$ cat config.mk
export PLATFORM = sky130hd
export DESIGN_NAME = rbd_ctrl
export DESIGN_NICKNAME = d
export VERILOG_FILES = /design/src/rbd_pkg.sv /design/src/rbd_ctrl.sv
export SDC_FILE = /design/constraint.sdc
export NUM_CORES = 1
export LEC_CHECK = 0
export BUFFER_PORTS_ARGS = -buffer_cell sky130_fd_sc_hd__clkbuf_2
export CAP_MARGIN = 10
export CORE_AREA = 2 2 39 41
export DETAILED_ROUTE_END_ITERATION = 12
export DIE_AREA = 0 0 41 43
export SLEW_MARGIN = 10
export SYNTH_ARGS = -nofsm -noshare
export SYNTH_HDL_FRONTEND = slang
export SYNTH_SLANG_ARGS = --single-unit
$ cat constraint.sdc
create_clock -name clk -period 2.2 [get_ports clk]
set_input_delay 0.22 -clock clk [delete_from_list [all_inputs] [get_ports clk]]
set_output_delay 0.22 -clock clk [all_outputs]
set_load 0.01 [all_outputs]
$ cat src/rbd_pkg.sv
// Package: deque types, command codes, controller states and pointer helpers.
`timescale 1ns / 1ps

package rbd_pkg;

  localparam int DEPTH     = 1024;
  localparam int PTR_W     = (DEPTH > 1) ? $clog2(DEPTH) : 1;
  localparam int CNT_W     = $clog2(DEPTH + 1);
  localparam int OUT_CNT_W = 11;
  localparam int DATA_W    = 32;
  localparam int CMD_W     = 3;

  localparam logic [CMD_W-1:0] CMD_PUSH_FRONT = 3'd0;
  localparam logic [CMD_W-1:0] CMD_PUSH_BACK  = 3'd1;
  localparam logic [CMD_W-1:0] CMD_POP_FRONT  = 3'd2;
  localparam logic [CMD_W-1:0] CMD_POP_BACK   = 3'd3;
  localparam logic [CMD_W-1:0] CMD_PEEK       = 3'd4;

  typedef enum logic [1:0] {
    ST_IDLE,
    ST_EXEC,
    ST_FETCH,
    ST_DONE
  } state_t;

  typedef struct packed {
    logic [CMD_W-1:0]         cmd;
    logic signed [DATA_W-1:0] push_value;
  } in_word_t;

  typedef struct packed {
    logic signed [DATA_W-1:0] popped_value;
    logic                     pop_hit;
    logic                     push_refused;
    logic [OUT_CNT_W-1:0]     element_count;
    logic                     is_empty;
    logic signed [DATA_W-1:0] front_value;
    logic signed [DATA_W-1:0] back_value;
  } out_word_t;

  typedef struct packed {
    logic load;
    logic exec;
    logic fetch;
    logic done;
  } ctrl_t;

  function automatic logic [PTR_W-1:0] ptr_inc(input logic [PTR_W-1:0] p);
    logic [PTR_W-1:0] r;
    if (p == PTR_W'(DEPTH - 1)) begin
      r = '0;
    end else begin
      r = p + PTR_W'(1);
    end
    return r;
  endfunction

  function automatic logic [PTR_W-1:0] ptr_dec(input logic [PTR_W-1:0] p);
    logic [PTR_W-1:0] r;
    if (p == '0) begin
      r = PTR_W'(DEPTH - 1);
    end else begin
      r = p - PTR_W'(1);
    end
    return r;
  endfunction

endpackage

$ cat src/rbd_ctrl.sv
// Controller: sequences one command through execute, fetch and result cycles.
`timescale 1ns / 1ps

module rbd_ctrl (
  input  logic          clk,
  input  logic          rst_n,
  input  logic          start,
  output logic          busy,
  output rbd_pkg::ctrl_t ctrl
);

  rbd_pkg::state_t state_r;
  rbd_pkg::state_t state_nxt;

  always_ff @(posedge clk) begin
    if (!rst_n) begin
      state_r <= rbd_pkg::ST_IDLE;
    end else begin
      state_r <= state_nxt;
    end
  end

  always_comb begin
    state_nxt  = state_r;
    busy       = 1'b0;
    ctrl       = '0;
    unique case (state_r)
      rbd_pkg::ST_IDLE: begin
        if (start) begin
          ctrl.load = 1'b1;
          state_nxt = rbd_pkg::ST_EXEC;
        end
      end
      rbd_pkg::ST_EXEC: begin
        busy      = 1'b1;
        ctrl.exec = 1'b1;
        state_nxt = rbd_pkg::ST_FETCH;
      end
      rbd_pkg::ST_FETCH: begin
        busy       = 1'b1;
        ctrl.fetch = 1'b1;
        state_nxt  = rbd_pkg::ST_DONE;
      end
      rbd_pkg::ST_DONE: begin
        ctrl.done = 1'b1;
        if (start) begin
          ctrl.load = 1'b1;
          state_nxt = rbd_pkg::ST_EXEC;
        end else begin
          state_nxt = rbd_pkg::ST_IDLE;
        end
      end
      default: begin
        state_nxt = rbd_pkg::ST_IDLE;
      end
    endcase
  end

endmodule

# Word level (Yosys, flattened, before mapping)
# Cells that the tools add are included.
# word_totals
register_bits,2
inputBits,3
out_inout_bits,5
wordCells,17
# op_classes
n_eq_ne,4
n_reduce_logical,3
n_mux,9
# ops
operator,n
one-hot mux 2 bit (4 select lines),1
2-to-1 mux 1 bit,7
== test 2 bit (second input constant),2
OR reduction 2 bit,2
== test 2 x 1 -> 1 bit (second input constant),1
zero test 2 bit,1
2-to-1 mux 2 bit,1
!= test 2 bit (second input constant),1

# Longest topological paths before layout
# Gate-level depths: netlist (run 1).
# depth
word_depth,3
depth_mapped,5
ltp_nobuf,5

# Least setup slack after synthesis (run 1)
# Ideal clock, no wire load.
# synth_path
kind,register -> output
startpoint,register state_r[0]
endpoint,output ctrl[3] in the netlist's numbering
required_ns,1.980
arrival_time_ns,0.987
path_buffers,0
path_stages_with_launch,4
slack_ns,0.993
path_cell_list,dfxtp_1 > inv_1 > ha_1 > nor2b_1
# synth_lines
item,line,rtl
start: declaration,rbd_ctrl.sv:12,rbd_pkg::state_t state_r;
start signal: assignment,rbd_ctrl.sv:17,state_r <= rbd_pkg::ST_IDLE;
start signal: assignment,rbd_ctrl.sv:19,state_r <= state_nxt;
end: declaration,rbd_ctrl.sv:9,output rbd_pkg::ctrl_t ctrl

==> results_dict.tcl, run 1 <==
set metrics [dict create \
    timing.fmax_mhz 671 \
    dp_cells 40 \
    coreArea_mm2 0.00138 \
    cts_buffers 3 \
    postRouteAntennaNets 0 \
    synth_seq_cells 2 \
    cp-startpoint "state_r[1]" \
    rows 14 \
    post_cts_resized 0 \
    cp_cell_sequence "inv_1 > ha_1 > nor2b_1 > clkbuf_2" \
    drtIter0Drc 2 \
    grt_pass1_wl_um 586 \
    peakVddDrop_uv 227 \
    max_cap_viol_count 0 \
    synth.avg_cell_area_um2 9.64 \
    hold_path.class "in2reg" \
    finClkSkew_ps 1.68 \
    synth.yosys.seq_area_share_pct 24.4 \
    drc 0 \
    final.setup.tns_ps 0 \
    top_register "state_r" \
    synth_area_um2 164 \
    drive_above_1_share_pct 37.0 \
    initial_core_util_pct 11.8 \
    synth.net_count 25 \
    finalHoldViolCount 0 \
    grt_max_degree 6 \
    largest_register_ffs 2 \
    r2r-start "state_r[1]" \
    nNetsFinal 37 \
    cts.clk_slew.worst_paths_ps 30 \
    die_w_um 41 \
    htree_levels 1 \
    worstSkewPairLatency_ps 220 \
    period_needed_ps 1490 \
    crit_arrival_ps 1270 \
    firstDrtPassIters 2 \
    synthCells 17 \
    grtUsageTotal_pct 5.71 \
    cp_slowest_cell "dfxtp_1" \
    place_ws_ps 927 \
    critPathKind "reg2out" \
    gp_congestion 0.628 \
    ctsHoldBuffers 0 \
    cts_buffer_depth 2 \
    synth_cell_types 9 \
    cp_max_fo 5 \
    cp-end-kind "output pin" \
    vias 151 \
    drv_slew 0 \
    finalSetupViolations 0 \
    p_leak_nw 0.127 \
    vias_per_cell 3.51 \
    relSlewSlack_pct 84.2 \
    avgRoutedWirePerCell_um 7.84 \
    largest_registers "state_r: 2 flops" \
    place_hpwl_um 262 \
    worst_pin_slew_ps 238 \
    cp-start-kind "flop" \
    hold_start "rst_n" \
    syn_to_final_growth_pct 47.3 \
    yosysWarnings 0 \
    grt_pass1_vias 157 \
    required_ps 1980 \
    final_util_pct 17.5 \
    powerDensity_mw_per_mm2 1490 \
    finalNonFillerCells 43 \
    cts_num_sinks 2 \
    cts_setup_buffers 0 \
    insertedDiodeCount 0 \
    finalCritPeriodShare_pct 67.7 \
    antenna_found_initial 0 \
    tritoncts "yes" \
    dieArea_mm2 0.00176 \
    ctsRootBufferMaster "clkbuf_4" \
    status "finished, final reports clean" \
    numPortBuffers 7 \
    grt_overflow 0 \
    io_pins 8 \
    die_height_um 43 \
    critPathMaxStageDelay_ps 380 \
    wirelength_um 337 \
    timing.final.ws_setup_ps 711 \
    rsz0062_at_grt "false" \
]
## critical path: cells and delay by family, from the launching register on
kind	cells	cell delay, ps
adders and majority gates	1	320
buffers and inverters	2	230
DFF	1	380
and+or+nand+nor	1	110
## per-layer routing
metal	vias up	global-route usage [%]	routed length, um
li1	77	-	-
met1	70	4.46	126
met2	4	6.88	177
met3	0	4.71	33
met4	0	8.00	0
met5	-	0	0
## logic make-up (layout without fill, tap and decap cells)
logic type	count (synthesis)	count (layout)	synth area share [%]
AOI/OAI and AO/OA	3	3	13.0
adders and majority gates	5	5	38.2
buffers and inverters	3	13	6.87
DFF	2	2	24.4
muxes	1	1	6.11
and+or+nand+nor	3	3	11.5
## final timing paths
check | end | slack [ps] | depth (start not counted)
max | ctrl[3] | 710 | 4
min | state_r[0] | 220 | 3
max reg2reg | state_r[0] | 970 | 5
min reg2reg | state_r[1] | 580 | 2
## cells in the final DEF, fill, tap and decap left out
master    count
nor2b_1       2
a221oi_1      1
dfxtp_1       2
a211oi_1      1
clkbuf_2      7
clkbuf_4      3
ha_1          5
mux2i_1       1
nand2b_1      1
o21ai_1       1
inv_1         3
## layout make-up
cell class | count | area [um^2]
fillers | 157 | 1140
multi-input cells | 12 | 113
repair buffers | 7 | 35.0
well taps | 16 | 20.0
inverters | 3 | 11.3
clock buffers | 3 | 22.5
flip-flops and latches | 2 | 40.0
## report_power, final
part | internal (mW) | switching, mW | total, mW
sequential | 0.0556 | 0.0184 | 0.0740
clock | 0.0601 | 0.0198 | 0.0798
combinational | 0.0889 | 0.117 | 0.205
## stage by stage
| stage | total power, mW | hold WS (ps) | cell area (um^2) |
|---|---|---|---|
| 2_1_floorplan | 0.219 | 338 | 164 |
| 3_3_place_gp | 0.284 | 458 | 219 |
| 4_1_cts | 0.370 | 221 | 241 |
| 6_report | 0.359 | 221 | 241 |
| 3_5_place_dp | 0.284 | 457 | 219 |
| 5_1_grt | 0.405 | 235 | 241 |
## synthesized netlist by cell type
| cell type | number | area share, % |
|---|---|---|
| dfxtp_1 | 2 | 24 |
| nor2b_1 | 2 | 7.6 |
| mux2i_1 | 1 | 6.1 |
| a211oi_1 | 1 | 4.6 |
| ha_1 | 5 | 38 |
| o21ai_1 | 1 | 3.1 |
| inv_1 | 3 | 6.9 |
| nand2b_1 | 1 | 3.8 |
| a221oi_1 | 1 | 5.3 |
(Power assumes the default switching activity.)
==> run 2: changes to the inputs <==
--- a/config.mk
+++ b/config.mk
@@ -5,6 +5,7 @@
 export SDC_FILE = /design/constraint.sdc
 export NUM_CORES = 1
 export LEC_CHECK = 0
+export ABC_AREA = 1
 export BUFFER_PORTS_ARGS = -buffer_cell sky130_fd_sc_hd__clkbuf_2
 export CAP_MARGIN = 10
 export CORE_AREA = 2 2 39 41
==> constraint.sdc (replaced) <==
create_clock -name clk -period 1.38 [get_ports clk]
set_input_delay 0.138 -clock clk [delete_from_list [all_inputs] [get_ports clk]]
set_output_delay 0.138 -clock clk [all_outputs]
set_load 0.01 [all_outputs]
==> results_dict.tcl, run 2 <==
set metrics [dict create \
    initial_core_util_pct 12.7 \
    yosysMostFrequentCell "nand2_1" \
    period_needed_ps 1280 \
    switching_share_pct 43.1 \
    firstDrtPassIters 3 \
    yosys.area_share.adder_pct 35.5 \
    finClkSkew_ps 0.720 \
    synth-xor-area-share_pct 0 \
    timing.hold.ws_ps 153 \
    cp-start-kind "flop" \
    die_height_um 43 \
    power.switching_mw 0.271 \
    largest_register_ffs 2 \
    synth_top_cells_by_area "ha_1 35%, dfxtp_1 23%, nand2_1 15%" \
    drc 0 \
    synth_top_family_by_area "adder cells" \
    fillCellCount 164 \
    seqPwrFrac_pct 20.2 \
    grt_pass1_wl_um 655 \
    synth_edf_count 0 \
    finalHoldViolCount 0 \
    synthMuxAreaShare_pct 0 \
    vias_per_cell 3.44 \
    cts_num_sinks 2 \
    insertedDiodeCount 0 \
    finalCritPeriodShare_pct 92.9 \
    finalSetupViolations 0 \
    synth.yosys.seq_area_share_pct 22.7 \
    clkPwrFrac_pct 20.5 \
    synth_common_cells "7 x nand2_1, 5 x ha_1, 3 x inv_1, 2 x dfxtp_1, 2 x inv_2" \
    synth_ff_type "dfxtp_1" \
    p_int_mw 0.358 \
    die_w_um 41 \
    cts.clk_slew.worst_paths_ps 30 \
    htree_levels 1 \
    synthCells 24 \
    synthSimpleGateAreaFrac_pct 23.4 \
    relSlewSlack_pct 90.7 \
    coreArea_mm2 0.00138 \
    final.setup.tns_ps 0 \
    final_util_pct 19.4 \
    required_ps 1240 \
    status "finished, final reports clean" \
    place_hpwl_um 290 \
    synth_compound_area_share_pct 7.80 \
    drv_slew 0 \
    synth_seq_cells 2 \
    antenna_found_initial 0 \
    rows 14 \
    worstSkewPairLatency_ps 220 \
    mostFrequentLayoutCells "7 x nand2_1, 7 x clkbuf_2, 4 x ha_1" \
    cts_buffer_depth 2 \
    synth_area_um2 176 \
    yosysWarnings 0 \
    top_register "state_r" \
    peakVddDrop_uv 380 \
    largest_registers "state_r: 2 flops" \
    synth.avg_cell_area_um2 7.35 \
    nNetsFinal 44 \
    drive_above_1_share_pct 50.0 \
    max_cap_viol_count 0 \
    synth.net_count 32 \
    cts_buffers 3 \
    wirelength_um 373 \
    p_leak_nw 0.145 \
    vias 172 \
    numPortBuffers 7 \
    crit_arrival_ps 1140 \
    multi_input_area_um2 130 \
    grtUsageTotal_pct 6.60 \
    tritoncts "yes" \
    timing.fmax_mhz 780 \
    syn_to_final_growth_pct 52.5 \
    dieArea_mm2 0.00176 \
    cp_max_fo 5 \
    yosysTopAreaCellShare_pct 35.5 \
    drtIter0Drc 2 \
    io_pins 8 \
    avgRoutedWirePerCell_um 7.46 \
    critPathKind "reg2out" \
    postSynth.asyncResetShare_pct 0 \
    cp-end-kind "output pin" \
    synth_cell_types 10 \
    seqCellArea_um2 42.5 \
    synth.largest_area_cell "ha_1" \
    rsz0062_at_grt "false" \
    worst_pin_slew_ps 139 \
    combPwrFrac_pct 59.4 \
    powerDensity_mw_per_mm2 2340 \
    ctsRootBufferMaster "clkbuf_4" \
    hold_path.class "in2reg" \
    grt_overflow 0 \
    gp_congestion 0.611 \
    grt_pass1_vias 183 \
    grt_max_degree 6 \
    postRouteAntennaNets 0 \
]
==> run 2: changes by cell type after synthesis, sizes merged <==
cell / previous run / this run
a211oi: 1 / 0
nand2b: 1 / 0
mux2i: 1 / 0
nor2b: 2 / 0
o21ai: 1 / 0
a221oi: 1 / 0
nor2: 0 / 1
inv: 3 / 5
a21oi: 0 / 2
nand3: 0 / 1
nand2: 0 / 8
==> run 2: cell type report <==
type / count / area share (%)
Sequential cell: 2 / 15.8
Tap cell: 16 / 7.44
Multi-Input combinational cell: 17 / 48.4
Clock buffer: 3 / 8.37
Timing Repair Buffer: 7 / 13.0
Inverter: 5 / 6.98
==> run 2: repair_timing <==
| action | CTS | global route |
|---|---|---|
| setup endpoints to repair | 1 | 0 |
| resized for setup | 3 | 0 |
| hold buffers | 0 | 0 |
| buffers inserted | 0 | 0 |
==> run 2: path summary, 6_finish.rpt <==
kind | start | to | slack (ps) | cells after the start
setup / recovery | state_r[1] | ctrl[3] | 100 | 4
hold / removal | rst_n | state_r[0] | 150 | 3
setup reg to reg | state_r[1] | state_r[0] | 410 | 6
hold reg to reg | state_r[0] | state_r[0] | 490 | 2
==> run 2: cells by family (layout without fill, tap and decap cells) <==
kind of cell	after synthesis	in the layout
flops	2	2
fa+ha+maj	5	5
compound gates	2	2
simple gates	10	10
buf+inv	5	15
==> run 2: worst max-delay path: stages (launching register included) <==
cell	delay [ps]
dfxtp_2	350
inv_1	100
ha_4	230
nor2_1	100
clkbuf_2	130
==> run 2: layer usage <==
layer  vias to the layer above  global-route usage [%]  wire, um
li1                         91                       -         -
met1                        79                    6.03       156
met2                         2                    7.19       206
met3                         0                    3.14        10
met4                         0                    12.0         0
met5                         -                       0         0
==> run 2: power by group through the flow <==
stage	logic (mW)	clock network (mW)	registers (mW)
CTS	0.385	0.133	0.127
global route	0.439	0.136	0.133
floorplan	0.246	0	0.114
global placement	0.337	0	0.120
detailed placement	0.338	0	0.122
finish	0.374	0.129	0.127
==> run 2: through the flow <==
stage	power (mW)	instance area (um^2)	setup slack [ps]	std cells
floorplan	0.360	176	265	24
global placement	0.457	231	206	47
detailed placement	0.459	231	194	47
CTS	0.645	269	80.2	50
global route	0.708	269	18.1	50
finish	0.629	269	98.2	50
==> run 3: changes to the inputs <==
==> constraint.sdc (replaced) <==
create_clock -name clk -period 1.4 [get_ports clk]
set_input_delay 0.14 -clock clk [delete_from_list [all_inputs] [get_ports clk]]
set_output_delay 0.14 -clock clk [all_outputs]
set_load 0.01 [all_outputs]
==> results_dict.tcl, run 3 (synthesis gave the netlist of run 2 again) <==
set metrics [dict create \
    avgRoutedWirePerCell_um 7.46 \
    cp-start-kind "flop" \
    critPathMaxStageDelay_ps 350 \
    ctsRootBufferMaster "clkbuf_4" \
    postRouteAntennaNets 0 \
    wirelength_um 373 \
    fillCellCount 164 \
    status "finished, final reports clean" \
    drtIter0Drc 1 \
    cp_cell_sequence "inv_1 > ha_4 > nor2_1 > clkbuf_2" \
    cts_buffers 3 \
    largest_registers "state_r: 2 flops" \
    ctsHoldBuffers 0 \
    grtUsageTotal_pct 6.50 \
    insertedDiodeCount 0 \
    die_w_um 41 \
    hold_path.class "in2reg" \
    seqCellArea_um2 42.5 \
    required_ps 1260 \
    io_pins 8 \
    vias 173 \
    max_cap_viol_count 0 \
    peakVddDrop_uv 374 \
    largest_register_ffs 2 \
    tritoncts "yes" \
    period_needed_ps 1270 \
    final.setup.tns_ps 0 \
    rows 14 \
    drc 0 \
    mostFrequentLayoutCells "7 x nand2_1, 7 x clkbuf_2, 4 x ha_1" \
    grt_pass1_wl_um 648 \
    finalCritPeriodShare_pct 91.1 \
    p_leak_nw 0.145 \
    relSlewSlack_pct 90.7 \
    grt_pass1_vias 183 \
    dieArea_mm2 0.00176 \
    worst_pin_slew_ps 139 \
    vias_per_cell 3.46 \
    drive_above_1_share_pct 50.0 \
    crit_arrival_ps 1130 \
    place_area_um2 231 \
    place_hpwl_um 290 \
    finalHoldViolCount 0 \
    grt_max_degree 6 \
    crit_family "flip-flops" \
    coreArea_mm2 0.00138 \
    worstSkewPairLatency_ps 220 \
    finalSetupViolations 0 \
    nNetsFinal 44 \
    cts.clk_slew.worst_paths_ps 30 \
    gp_congestion 0.611 \
    htree_levels 1 \
    cts_num_sinks 2 \
    multi_input_area_um2 130 \
    initial_core_util_pct 12.7 \
    rsz0062_at_grt "false" \
    firstDrtPassIters 3 \
    drv_slew 0 \
    cp_slowest_cell "dfxtp_2" \
    grt_overflow 0 \
    numPortBuffers 7 \
    cts_setup_buffers 0 \
    cp-end-kind "output pin" \
    powerDensity_mw_per_mm2 2310 \
    cts_buffer_depth 2 \
    antenna_found_initial 0 \
    top_register "state_r" \
    syn_to_final_growth_pct 52.5 \
    timing.fmax_mhz 784 \
    finalInstanceArea_um2 269 \
    die_height_um 43 \
    finClkSkew_ps 0.720 \
    cp_max_fo 5 \
    crit_buf_inv 2 \
    critPathKind "reg2out" \
]
-- run 3: cell counts in the layout (fill, tap and decap cells not counted) --
Identical to the previous run, type by type.
-- run 3: per-layer routing --
metal | track usage (%) | vias up | wire length [um]
met5 | 0 | - | 0
met4 | 12.0 | 0 | 0
met3 | 3.14 | 0 | 10
met2 | 7.19 | 2 | 207
met1 | 5.71 | 80 | 155
li1 | - | 91 | -
-- run 3: worst min-delay path: stages --
cell and delay [ps]:
clkbuf_2 80, inv_1 80, a21oi_2 40
-- run 3: cell type report --
type | instances | area share [%]
multi-input combinational | 17 | 48.4
sequential | 2 | 15.8
timing repair buffer | 7 | 13.0
clock buffer | 3 | 8.37
tap | 16 | 7.44
inverter | 5 | 6.98
-- run 3: final timing paths --
path | startpoint | endpoint | slack (ps) | cells past startpoint
hold reg to reg | state_r[0] | state_r[0] | 490 | 2
setup reg to reg | state_r[1] | state_r[0] | 430 | 6
hold / removal | rst_n | state_r[0] | 160 | 3
setup / recovery | state_r[1] | ctrl[3] | 130 | 4
-- run 3: stage by stage --
stage          hold slack [ps]  setup WS, ps  total power [mW]  instances  utilization (%)
5_1_grt                    177          50.6             0.697         50             19.4
3_3_place_gp               393           224             0.450         47             16.7
3_5_place_dp               397           212             0.453         47             16.7
2_1_floorplan              280           283             0.355         24                -
4_1_cts                    158          16.8             0.592         50             18.5
6_report                   155           125             0.621         50             19.4
-- run 3: repair_timing --
item	in CTS	in global routing
hold endpoints to repair	0	0
gates resized for setup	2	1
pin swaps	0	1
endpoints found under the setup margin	1	1
-- run 3: report_power, final --
part | switching [mW] | internal (mW) | total, mW
clock | 0.0325 | 0.0944 | 0.127
combinational | 0.202 | 0.167 | 0.369
sequential | 0.0340 | 0.0915 | 0.126
